### config.mk
export PLATFORM = sky130hd
export DESIGN_NAME = mse_ram
export DESIGN_NICKNAME = d
export VERILOG_FILES = /design/src/design/assert_macros.svh /design/src/design/mse_pkg.sv /design/src/design/mse_ram.sv
export SDC_FILE = /design/constraint.sdc
export NUM_CORES = 2
export LEC_CHECK = 0
export BUFFER_PORTS_ARGS = -buffer_cell sky130_fd_sc_hd__buf_2
export CAP_MARGIN = 40
export CORE_MARGIN = 5
export CORE_UTILIZATION = 29
export DETAILED_ROUTE_END_ITERATION = 10
export PLACE_DENSITY = 0.48
export SETUP_SLACK_MARGIN = 0.05
export SYNTH_ARGS = -nofsm -noshare
export SYNTH_HDL_FRONTEND = slang
export SYNTH_SLANG_ARGS = --single-unit
### constraint.sdc
create_clock -name clk -period 3.9 [get_ports clk]
set_input_delay 0.585 -clock clk [delete_from_list [all_inputs] [get_ports clk]]
set_output_delay 0.585 -clock clk [all_outputs]
set_load 0.05 [all_outputs]
### src/design/assert_macros.svh
// ----------------------------------------------------------------------------
// Assertion macros used by merge_sort_engine_top.
// Both macros sample on clk and are disabled while rst_n is low.
// ----------------------------------------------------------------------------
`ifndef ASSERT_MACROS_SVH
`define ASSERT_MACROS_SVH

// Same-cycle implication.
`define ASSERT_IMP(label, ante, cons) \
    label: assert property (@(posedge clk) disable iff (!rst_n) (ante) |-> (cons)) \
        else $error("same-cycle implication violated");

// Next-cycle implication.
`define ASSERT_NXT(label, ante, cons) \
    label: assert property (@(posedge clk) disable iff (!rst_n) (ante) |=> (cons)) \
        else $error("next-cycle implication violated");

`endif

### src/design/mse_pkg.sv
// ----------------------------------------------------------------------------
// mse_pkg
// Types shared by the merge sort engine modules.
// ----------------------------------------------------------------------------
package mse_pkg;

    typedef logic signed [31:0] data_t;

    typedef enum logic [2:0] {
        ST_LOAD,
        ST_MRD,
        ST_MWR,
        ST_ERD,
        ST_ELD,
        ST_EHOLD
    } state_t;

    // Result of one merge selection.
    typedef struct packed {
        logic  take_a;
        data_t value;
    } pick_t;

endpackage

### src/design/mse_ram.sv
// ----------------------------------------------------------------------------
// mse_ram
// Element bank: one write port, two read ports, registered read data.
// ----------------------------------------------------------------------------
module mse_ram
    import mse_pkg::*;
#(
    parameter int DEPTH = 64,
    parameter int AW    = 6
)
(
    input  logic          clk,
    input  logic          we,
    input  logic [AW-1:0] waddr,
    input  data_t         wdata,
    input  logic [AW-1:0] raddr0,
    input  logic [AW-1:0] raddr1,
    output data_t         rdata0,
    output data_t         rdata1
);

    data_t mem_reg [DEPTH];
    data_t rd0_reg;
    data_t rd1_reg;

    always_ff @(posedge clk)
    begin
        if (we)
        begin
            mem_reg[waddr] <= wdata;
        end
        rd0_reg <= mem_reg[raddr0];
        rd1_reg <= mem_reg[raddr1];
    end

    assign rdata0 = rd0_reg;
    assign rdata1 = rd1_reg;

endmodule

==> impl_metrics.csv <==
group,metric,value,unit
status,run_status,"finished, final reports clean",
clock_tree,cts_tree,"yes",
synthesis,synth.net_count,4464,
floorplanning,io_pins,116,
floorplanning,die_height,584,um
synthesis,postSynthCellCount,4412,
run,max_cap_viols,0,
placed_design,dpl_cell_area,106000,um2
synthesis,synth.distinct_cells,38,
critical_path,worst-endpoint-required,4.61,ns
cells_and_area,layout.filler_cells,30323,
grt,largest_net_degree_at_the_start_of_global_routing,64,
power_and_ir_drop,p_int,39.7,mW
synthesis,ys_dominant_reg_cell,"sky130_fd_sc_hd__edfxtp_1",
grt,grt_first_pass_wirelength,468000,um
synthesis,synth_area_leader_cell,"sky130_fd_sc_hd__edfxtp_1",
cells_and_area,number_of_flip_flops_under_the_largest_register_name,2048,
synthesis,synth.cell_area,95700,um2
power_and_ir_drop,vdd.ir_drop.worst,0.398,mV
sta,hold_ws,0.0747,ns
clock_tree,ctsResizeCount,0,
cells_and_area,flow.area_growth_from_synthesis,18.1,%
critical_path,crit_slowest_cell,"sky130_fd_sc_hd__o221ai_1",
grt,grtUsageTotal,0.197,
critical_path,slowest_stage_delay_cp,0.64,ns
cells_and_area,mostFrequentLayoutCell,"sky130_fd_sc_hd__edfxtp_1",
floorplanning,dieArea,341000,um2
sta,max_freq,309,MHz
synthesis,yosysTopAreaCellShare,0.643,
floorplanning,site_row_count,210,
clock_tree,clockRootBuffer,"sky130_fd_sc_hd__clkbuf_16",
sta,setup_viol,0,
cells_and_area,nNetsFinal,4864,
clock_tree,holdBufCountCts,0,
power_and_ir_drop,p_per_area,459,nW/um2
critical_path,path_common_cell,"sky130_fd_sc_hd__buf_12",
clock_tree,cts_inserted_buffers,228,
power_and_ir_drop,p_comb_frac,0.091,
power_and_ir_drop,report.power.total,51.9,mW
sta,setup_repair_after_global_routing_missed_its_margin,"no",
grt,antenna_found_initial,37,
sta,fin_ws,0.661,ns
routing,num_vias,52452,
power_and_ir_drop,power.share.switching,0.236,
hold_path,worst_hold_class,"input port to flip-flop",
cells_and_area,post_route_cells_drive_above_1_share,0.417,
critical_path,worst-path-max-fanout,36,
floorplanning,overall_die_width,584,um
power_and_ir_drop,share_clk_of_total_power,0.421,
power_and_ir_drop,total_leakage_power,35.2,nW
sta,timing_max_transition_violations_final,0,
clock_tree,htreeDepth,4,
synthesis,post_synth.cell_area_avg,21.7,um2
synthesis,synth.yosys.warnings,0,
routing,dr.first_iter.drc_count,6220,
critical_path,path_cells,"buf_8 -> buf_12 -> buf_12 -> buf_12 -> mux4_2 -> o221ai_1 -> a21oi_1 -> nor2_1 -> o22ai_1",
synthesis,async_flop_share,0,
placed_design,post_place_setup_slack,-0.166,ns
floorplanning,core_area,328000,um2
grt,overflow,0,
sta,worst_slew_pin_slew,0.936,ns
placed_design,placed_cells,8927,
clock_tree,ctsLongestPathBuffers,4,
routing,drt_wl_total,343000,um
sta,final_hold_viol_count,0,
power_and_ir_drop,power.switching,12.2,mW
critical_path,end_kind,"flip-flop",
cells_and_area,multi_input_combinational_cell_area,31700,um2
placed_design,port-buffer-count,115,
routing,drt_pass1_iterations,7,
sta,min_period_over_period,0.831,
sta,finalCriticalPeriod,3.24,ns
floorplanning,initial_utilization,0.292,
grt,grt_pass1_vias,54222,
critical_path,path_delay_family,"buffers and inverters",
routing,viasPerCell,5.61,
power_and_ir_drop,sequentialPowerShare,0.488,
cells_and_area,mostFrequentLayoutCells,"2048 x sky130_fd_sc_hd__edfxtp_1, 1124 x sky130_fd_sc_hd__mux4_2, 239 x sky130_fd_sc_hd__buf_4, 230 x sky130_fd_sc_hd__clkbuf_16, 204 x sky130_fd_sc_hd__mux2i_1",
clock_tree,cts_num_sinks,2112,
placed_design,hpwlAfterDp,208000,um
critical_path,timing.critical_path.buf_inv,4,
sta,maxSlewHeadroom,0.376,
clock_tree,clock_latency,0.89,ns
synthesis,seq_area_frac_synth,0.656,
sta,worst_clock_skew,0.0398,ns
placed_design,place.gp.congestion,0.797,
clock_tree,cts.clk_slew.worst_paths,0.06,ns
cells_and_area,layout.cells.non_filler,9353,
critical_path,cp-start-kind,"input port",
critical_path,critPathKind,"input port to flip-flop",
cells_and_area,post-route-cell-area,113000,um2
synthesis,post_synth_main_area_contributors,"sky130_fd_sc_hd__edfxtp_1 64%, sky130_fd_sc_hd__mux4_2 26%, sky130_fd_sc_hd__mux2i_1 2.1%, sky130_fd_sc_hd__dfxtp_1 1.3%, sky130_fd_sc_hd__a22oi_1 0.67%",
synthesis,synth_seq_cells,2112,
routing,wl_per_cell,36.6,um
routing,detail_route.drc_violations,0,
routing,route.antenna.remaining_nets,0,
cells_and_area,ff_latch_area,62800,um2
critical_path,worstPathArrival,3.95,ns
synthesis,synth_edf_count,2048,
clock_tree,post-cts-setup-buffers,0,
[logic make-up after synthesis]
| family | synth area share |
|---|---|
| muxes | 0.290 |
| AOI/OAI and AO/OA | 0.0239 |
| and+or+nand+nor | 0.0113 |
| buffers and inverters | 0.0183 |
| DFF | 0.656 |
[synth_stat cells (all sizes together) (16+ instances only)]
cell	count
nor2b	19
nand2	93
o22ai	56
a21oi	58
nor2	94
buf	212
mux2	36
a22oi	85
mux2i	204
o221ai	16
edfxtp	2048
o211ai	27
clkbuf	135
o21ai	49
dfxtp	64
mux4	1124
[final cells by class]
class                           count  area share
Multi-Input combinational cell   1952       0.280
Clock inverter                    118      0.0110
Inverter                            1   0.0000332
Clock buffer                      296      0.0545
Timing Repair Buffer              517      0.0504
Antenna cell                       11    0.000244
Sequential cell                  2112       0.556
Tap cell                         4346      0.0481
[per-layer routing]
metal	wire, um	vias to the layer above	GRT usage
li1	-	20344	-
met1	139000	29188	0.265
met2	169000	2392	0.330
met3	23700	524	0.0325
met4	10500	4	0.0589
met5	337	-	0
[power by group through the flow]
| stage | sequential (mW) | clock, mW | combinational (mW) |
|---|---|---|---|
| floorplan | 26.0 | 0 | 2.41 |
| global placement | 25.8 | 0 | 4.69 |
| detailed placement | 25.8 | 0 | 4.76 |
| CTS | 25.3 | 22.3 | 4.77 |
| global route | 25.3 | 23.2 | 4.96 |
| finish | 25.3 | 21.9 | 4.73 |
[through the flow]
| stage | setup TNS, ns | util |
|---|---|---|
| after CTS | 0 | 0.344 |
| after floorplan | 0 | - |
| after detailed placement | -0.166 | 0.322 |
| after global routing | 0 | 0.345 |
| final | 0 | 0.345 |
| after global placement | -0.216 | 0.320 |
[final timing paths]
| kind | startpoint | to | slack [ns] | cells past startpoint |
|---|---|---|---|---|
| max | raddr0[1] | rdata0[1] | 0.66 | 9 |
| max reg2reg | mem_reg[32][1] | rdata0[1] | 1.15 | 5 |
| min | wdata[22] | mem_reg[35][22] | 0.07 | 1 |
| min reg2reg | mem_reg[30][25] | rdata0[25] | 0.89 | 5 |
Note: power is estimated with default switching activity, not from simulation.
