`src/design/assert_macros.svh`:
```
// ----------------------------------------------------------------------------
// Assertion macros used by merge_sort_engine_top.
// Both macros sample on clk and are disabled while rst_n is low.
// ----------------------------------------------------------------------------
`ifndef ASSERT_MACROS_SVH
`define ASSERT_MACROS_SVH

// Same-cycle implication.
`define ASSERT_IMP(label, ante, cons) \
    label: assert property (@(posedge clk) disable iff (!rst_n) (ante) |-> (cons)) \
        else $error("same-cycle implication violated");

// Next-cycle implication.
`define ASSERT_NXT(label, ante, cons) \
    label: assert property (@(posedge clk) disable iff (!rst_n) (ante) |=> (cons)) \
        else $error("next-cycle implication violated");

`endif

```
`src/design/mse_pkg.sv`:
```
// ----------------------------------------------------------------------------
// mse_pkg
// Types shared by the merge sort engine modules.
// ----------------------------------------------------------------------------
package mse_pkg;

    typedef logic signed [31:0] data_t;

    typedef enum logic [2:0] {
        ST_LOAD,
        ST_MRD,
        ST_MWR,
        ST_ERD,
        ST_ELD,
        ST_EHOLD
    } state_t;

    // Result of one merge selection.
    typedef struct packed {
        logic  take_a;
        data_t value;
    } pick_t;

endpackage

```
`src/design/mse_pick.sv`:
```
// ----------------------------------------------------------------------------
// mse_pick
// Merge selection: picks the head of run A or run B for the next slot.
// ----------------------------------------------------------------------------
module mse_pick
    import mse_pkg::*;
#(
    parameter int CW = 7
)
(
    input  data_t         a_val,
    input  data_t         b_val,
    input  logic [CW-1:0] a_idx,
    input  logic [CW-1:0] mid,
    input  logic [CW-1:0] b_idx,
    input  logic [CW-1:0] hi,
    output pick_t         pick
);

    logic a_left;
    logic b_left;

    assign a_left = a_idx < mid;
    assign b_left = b_idx < hi;

    // Ties go to run B.
    always_comb
    begin
        pick.take_a = a_left && (!b_left || (a_val < b_val));
        pick.value  = pick.take_a ? a_val : b_val;
    end

endmodule
```
`config.mk`:
```
export PLATFORM = sky130hd
export DESIGN_NAME = mse_pick
export DESIGN_NICKNAME = d
export VERILOG_FILES = /design/src/design/assert_macros.svh /design/src/design/mse_pkg.sv /design/src/design/mse_pick.sv
export SDC_FILE = /design/constraint.sdc
export NUM_CORES = 1
export LEC_CHECK = 0
export BUFFER_PORTS_ARGS = -buffer_cell sky130_fd_sc_hd__buf_4
export CORE_MARGIN = 2
export CORE_UTILIZATION = 41
export DETAILED_ROUTE_END_ITERATION = 10
export PLACE_DENSITY = 0.85
export SLEW_MARGIN = 20
export SYNTH_ARGS = -nofsm -noshare
export SYNTH_HDL_FRONTEND = slang
export SYNTH_SLANG_ARGS = --single-unit
```
`constraint.sdc`:
```
create_clock -name vclk -period 3
set_input_delay 0.3 -clock vclk [all_inputs]
set_output_delay 0.3 -clock vclk [all_outputs]
set_load 0.01 [all_outputs]
```
==> results.cfg, run 1 <==
[timing]
slew_violations = 0
worst_slew_pin_slew_ns = 0.344
setup_violators_final = 0
finalHoldViolCount = 0
timing.final.ws_setup_ns = 0.0696
fmax_mhz = 341
slew_headroom = 0.765
period_share = 0.977
fin_crit_ns = 2.93

[die]
floorplan.rows = 21
start_util = 0.438
design.portCount = 125
design.core.area_um2 = 3420
dieArea_um2 = 4150
fp.dieW_um = 64.4
chipHeight_um = 64.4

[grt]
grt_pass1_vias = 1776
grt_util_all_layers = 0.198
grt_start_max_net_pins = 34
grt-ovfl-total = 0
antenna_found_initial = 0
gr-usage-met3 = 0.0226
groute.layer.met1.usage = 0.212
grt_pass1_wl_mm = 7.02
use_met2 = 0.421
grt_busiest_layer = met2

[worst_setup_path]
worstSetupStartpoint = a_val[9]
critical_path_arrival_ns = 2.63
critical_path_required_ns = 2.70
crit_path_end_kind = output port
critical_path.max_fanout = 8
criticalPathCategory = input port to output port
worst_setup_path_start_kind = input port
endpoint = pick[15]

[final_layout]
final_design_area_no_fill_um2 = 2560
clock_buffers = 0
area_growth_syn_to_layout_pct = 71.1
core_utilization_of_the_finished_layout = 0.750
layout-drive-gt1-share = 0.513
num_antenna_cells = 0
nFlopsAndLatches = 0
finalNetCount = 455
regArea_um2 = 0

[logic_synthesis]
syn-instance-count = 190
ys_warn_count = 0
postSynthNetCount = 325
yosysUniqueCellTypes = 27
synth_top_cell_by_area = sky130_fd_sc_hd__ha_1
postSynthAreaPerCell_um2 = 7.88
synth.area.top_cells = sky130_fd_sc_hd__ha_1, sky130_fd_sc_hd__mux2_2, sky130_fd_sc_hd__inv_1
synthDominantCellAreaShare = 0.359
sequential_area_share_after_synthesis = 0
combined_area_of_all_synthesized_cells_um2 = 1500

[route]
post-route-drc-count = 0
drt-initial-drc-count = 36
finalWirelength_mm = 4.57
vias_per_cell = 5.06
vias = 1842
ant_nets = 0
firstDrtPassIters = 4
routedWlPerCell_um = 12.6

[pwr]
worst_ir_drop_vdd_mv = 0.118
power_per_cell_area_nw_per_um2 = 210
power.static_leakage_nw = 1.48

[placement]
detailedPlacementHpwl_mm = 3.80
place.gp.congestion = 0.746
portBuffers = 125
dp_slack_ns = 0.135
cell_area_after_placement_um2 = 2480

[outcome]
run_status = finished, final reports clean

[worst_hold_path]
min_path_type = input port to output port
min_delay_path_depth = 3

[clock_tree]
ctsHoldBuffers = 0

[flow_run]
cap_viol_max_count = 0
-- logic make-up (layout without fill, tap and decap cells) --
group	after synthesis	count (layout)	synth area share
AO/OA/AOI/OAI	35	35	0.160
AND/OR/NAND/NOR	33	33	0.107
multiplexers	32	32	0.241
buffers and inverters	47	175	0.133
adder cells (fa/ha/maj)	43	43	0.359
-- power by group --
group	total, mW	switching (mW)	internal [mW]	leakage [nW]
combinational	0.537	0.218	0.320	1.48
sequential	0	0	0	0
clock	0	0	0	0
total	0.537	0.218	0.320	1.48
-- placed cells by master, fill, tap and decap left out, types with 2 or more instances in the layout --
cell type,count
sky130_fd_sc_hd__buf_4,127
sky130_fd_sc_hd__inv_1,44
sky130_fd_sc_hd__nor2_1,5
sky130_fd_sc_hd__nand3_1,4
sky130_fd_sc_hd__a2111oi_0,2
sky130_fd_sc_hd__nand2b_1,2
sky130_fd_sc_hd__nand2_1,10
sky130_fd_sc_hd__mux2_1,2
sky130_fd_sc_hd__a21o_1,2
sky130_fd_sc_hd__o21ai_0,6
sky130_fd_sc_hd__ha_1,43
sky130_fd_sc_hd__clkbuf_16,2
sky130_fd_sc_hd__o211ai_1,2
sky130_fd_sc_hd__a211oi_1,2
sky130_fd_sc_hd__nand4_1,5
sky130_fd_sc_hd__a21oi_1,13
sky130_fd_sc_hd__nor3_1,4
sky130_fd_sc_hd__mux2_2,30
-- metrics by stage --
stage | instances | hold slack [ns] | setup TNS (ns) | total power, mW
final | 364 | 0.906 | 0 | 0.537
after global routing | 364 | 0.921 | -0.299 | 0.588
after CTS | 359 | 0.906 | 0 | 0.495
after detailed placement | 359 | 0.900 | 0 | 0.492
after global placement | 359 | 0.903 | 0 | 0.481
after floorplan | 190 | 0.748 | 0 | 0.264
-- routing by layer --
| layer | vias up | share of wire |
|---|---|---|
| met2 | 79 | 0.55 |
| met5 | - | 0 |
| li1 | 943 | - |
| met4 | 0 | 0.0092 |
| met1 | 815 | 0.37 |
| met3 | 5 | 0.075 |
-- repair_timing --
item                                    CTS  global route
buffers inserted                          0             2
endpoints found under the setup margin    0            32
gates resized for setup                   0             1
-- worst min-delay path by stage --
stage / endpoint / slack (ns) / startpoint
final: pick[3] / 0.91 / b_val[3]
after global routing: pick[18] / 0.92 / b_val[18]
after floorplan: pick[18] / 0.75 / b_val[18]
after detailed placement: pick[18] / 0.90 / b_val[18]
after global placement: pick[18] / 0.90 / b_val[18]
after CTS: pick[3] / 0.91 / b_val[3]
-- critical path, stage by stage --
cell	delay (ns)
sky130_fd_sc_hd__buf_4	0.11
sky130_fd_sc_hd__ha_1	0.30
sky130_fd_sc_hd__a21oi_1	0.17
sky130_fd_sc_hd__o21ai_0	0.10
sky130_fd_sc_hd__a221oi_1	0.34
sky130_fd_sc_hd__nand3_1	0.17
sky130_fd_sc_hd__a221oi_4	0.28
sky130_fd_sc_hd__buf_4	0.19
sky130_fd_sc_hd__clkbuf_16	0.16
sky130_fd_sc_hd__mux2_2	0.34
sky130_fd_sc_hd__buf_4	0.14
-- cell usage after synthesis, types with 3 or more instances --
cell	n
sky130_fd_sc_hd__inv_1	44
sky130_fd_sc_hd__ha_1	43
sky130_fd_sc_hd__mux2_2	30
sky130_fd_sc_hd__a21oi_1	13
sky130_fd_sc_hd__nand2_1	10
sky130_fd_sc_hd__o21ai_0	6
sky130_fd_sc_hd__nand4_1	5
sky130_fd_sc_hd__nor2_1	5
sky130_fd_sc_hd__nand3_1	4
sky130_fd_sc_hd__nor3_1	4
sky130_fd_sc_hd__buf_6	3
-- layout make-up --
| type | instances | area [µm²] |
|---|---|---|
| repair buffers | 131 | 1030 |
| fillers | 288 | 853 |
| well taps | 46 | 57.6 |
| multi-input cells | 143 | 1310 |
| inverters | 44 | 165 |
(Power assumes the default switching activity.)
==> run 2, diff against run 1 <==
--- a/config.mk
+++ b/config.mk
@@ -5,11 +5,10 @@
 export SDC_FILE = /design/constraint.sdc
 export NUM_CORES = 1
 export LEC_CHECK = 0
-export BUFFER_PORTS_ARGS = -buffer_cell sky130_fd_sc_hd__buf_4
 export CORE_MARGIN = 2
-export CORE_UTILIZATION = 41
+export CORE_UTILIZATION = 45
 export DETAILED_ROUTE_END_ITERATION = 10
-export PLACE_DENSITY = 0.85
+export DONT_BUFFER_PORTS = 1
 export SLEW_MARGIN = 20
 export SYNTH_ARGS = -nofsm -noshare
 export SYNTH_HDL_FRONTEND = slang
==> constraint.sdc (replaced) <==
create_clock -name vclk -period 2.35
set_input_delay 0.235 -clock vclk [all_inputs]
set_output_delay 0.235 -clock vclk [all_outputs]
set_load 0.01 [all_outputs]
==> results.cfg, run 2 (same netlist as run 1, synthesis figures left out) <==
[worst_setup_path]
critical_path_arrival_ns = 2.20
worst_path_largest_cell_delay_ns = 0.32
critical_path.max_fanout = 8
worst_path_dominant_cell_family = compound AO/OA/AOI/OAI gates
worstPathBufferInverterCount = 4
crit_slowest_cell = sky130_fd_sc_hd__a221oi_4
crit_path_end_kind = output port
critical_path_depth = 11
worst_setup_path_start_kind = input port
critical_path_required_ns = 2.12
criticalPathCategory = input port to output port
worstPathCellList = inv_2 > ha_4 > a21oi_2 > o21ai_2 > a221oi_2 > o211ai_1 > a221oi_4 > buf_6 > buf_12 > buf_16 > mux2_4

[grt]
grt_pass1_wl_mm = 6.45
antenna_found_initial = 0
use_met2 = 0.472
grt-ovfl-total = 0
grt_start_max_net_pins = 10
grt_pass1_vias = 1613
grt_busiest_layer = met2
grt_util_all_layers = 0.218
gr-usage-met3 = 0.0269
groute.layer.met1.usage = 0.224

[final_layout]
final_design_area_no_fill_um2 = 2220
most_common_library_cell_in_the_layout_ignoring_fill_and_taps = sky130_fd_sc_hd__mux2_4
layout-drive-gt1-share = 0.507
nFlopsAndLatches = 0
clock_buffers = 0
regArea_um2 = 0
most-common-layout-cells = sky130_fd_sc_hd__mux2_4, sky130_fd_sc_hd__inv_1, sky130_fd_sc_hd__ha_4
num-fill-cells = 244
finalNetCount = 342
area_growth_syn_to_layout_pct = 48.1
num_antenna_cells = 0

[route]
vias = 1479
firstDrtPassIters = 4
finalWirelength_mm = 4.34
vias_per_cell = 5.94
ant_nets = 0
drt-initial-drc-count = 27
routedWlPerCell_um = 17.4
post-route-drc-count = 0

[timing]
timing.final.ws_setup_ns = -0.0805
setup_violators_final = 15
fin_crit_ns = 2.43
slew_violations = 0
worst_slew_pin_slew_ns = 0.302
finalHoldViolCount = 0
fmax_mhz = 411
slew_headroom = 0.798
period_share = 1.03
rsz_0062_raised_after_global_routing = true

[pwr]
worst_ir_drop_vdd_mv = 0.141
power_per_cell_area_nw_per_um2 = 284
power.static_leakage_nw = 1.08
design_power_total_mw = 0.631

[placement]
cell_area_after_placement_um2 = 1720
place.gp.congestion = 0.711
detailedPlacementHpwl_mm = 3.09
portBuffers = 0

[die]
design.core.area_um2 = 3100
chipHeight_um = 61.7
design.portCount = 125
start_util = 0.483
floorplan.rows = 20
dieArea_um2 = 3810
fp.dieW_um = 61.7

[outcome]
run_status = finished with violations
failing_checks = negative setup slack

[flow_run]
cap_viol_max_count = 0

[clock_tree]
ctsHoldBuffers = 0

[worst_hold_path]
min_path_type = input port to output port
min_delay_path_depth = 1
==> run 2: worst paths after layout <==
check | from | to
setup / recovery | b_val[19] | pick[23]
hold / removal | a_val[30] | pick[30]
==> run 2: metal layers <==
layer / share of wire / wire (µm)
met1: 0.35 / 1510
met2: 0.58 / 2510
met3: 0.067 / 291
met4: 0.0074 / 32
met5: 0 / 0
==> run 2: timing repair <==
item | 4_1_cts | 5_1_grt
gates resized for setup | 55 | 24
pin swaps | 22 | 16
setup endpoints to repair | 32 | 33
cloned | 3 | 0
buffers inserted | 5 | 1
==> run 2: through the flow <==
step	setup slack, ns	cells	setup TNS, ns	utilization	hold slack [ns]
after floorplan	0.00422	190	0	-	0.605
after global placement	-0.167	241	-4.80	0.554	0.607
after detailed placement	-0.174	241	-4.85	0.554	0.607
after CTS	-0.0437	249	-0.758	0.688	0.607
after global routing	-0.193	249	-4.23	0.715	0.610
final	-0.0805	249	-1.09	0.715	0.606
==> run 2: report_power, final <==
| part | internal [mW] | total [mW] | switching, mW | leakage, nW |
|---|---|---|---|---|
| Combinational | 0.359 | 0.631 | 0.272 | 1.08 |
| Sequential | 0 | 0 | 0 | 0 |
| Clock | 0 | 0 | 0 | 0 |
| Total | 0.359 | 0.631 | 0.272 | 1.08 |
==> run 2: cell type report <==
cell class | instances | area [µm²] | area share
Multi-Input combinational cell | 143 | 1770 | 0.798
Tap cell | 44 | 55.1 | 0.0248
Timing Repair Buffer | 18 | 216 | 0.0976
Inverter | 44 | 178 | 0.0801
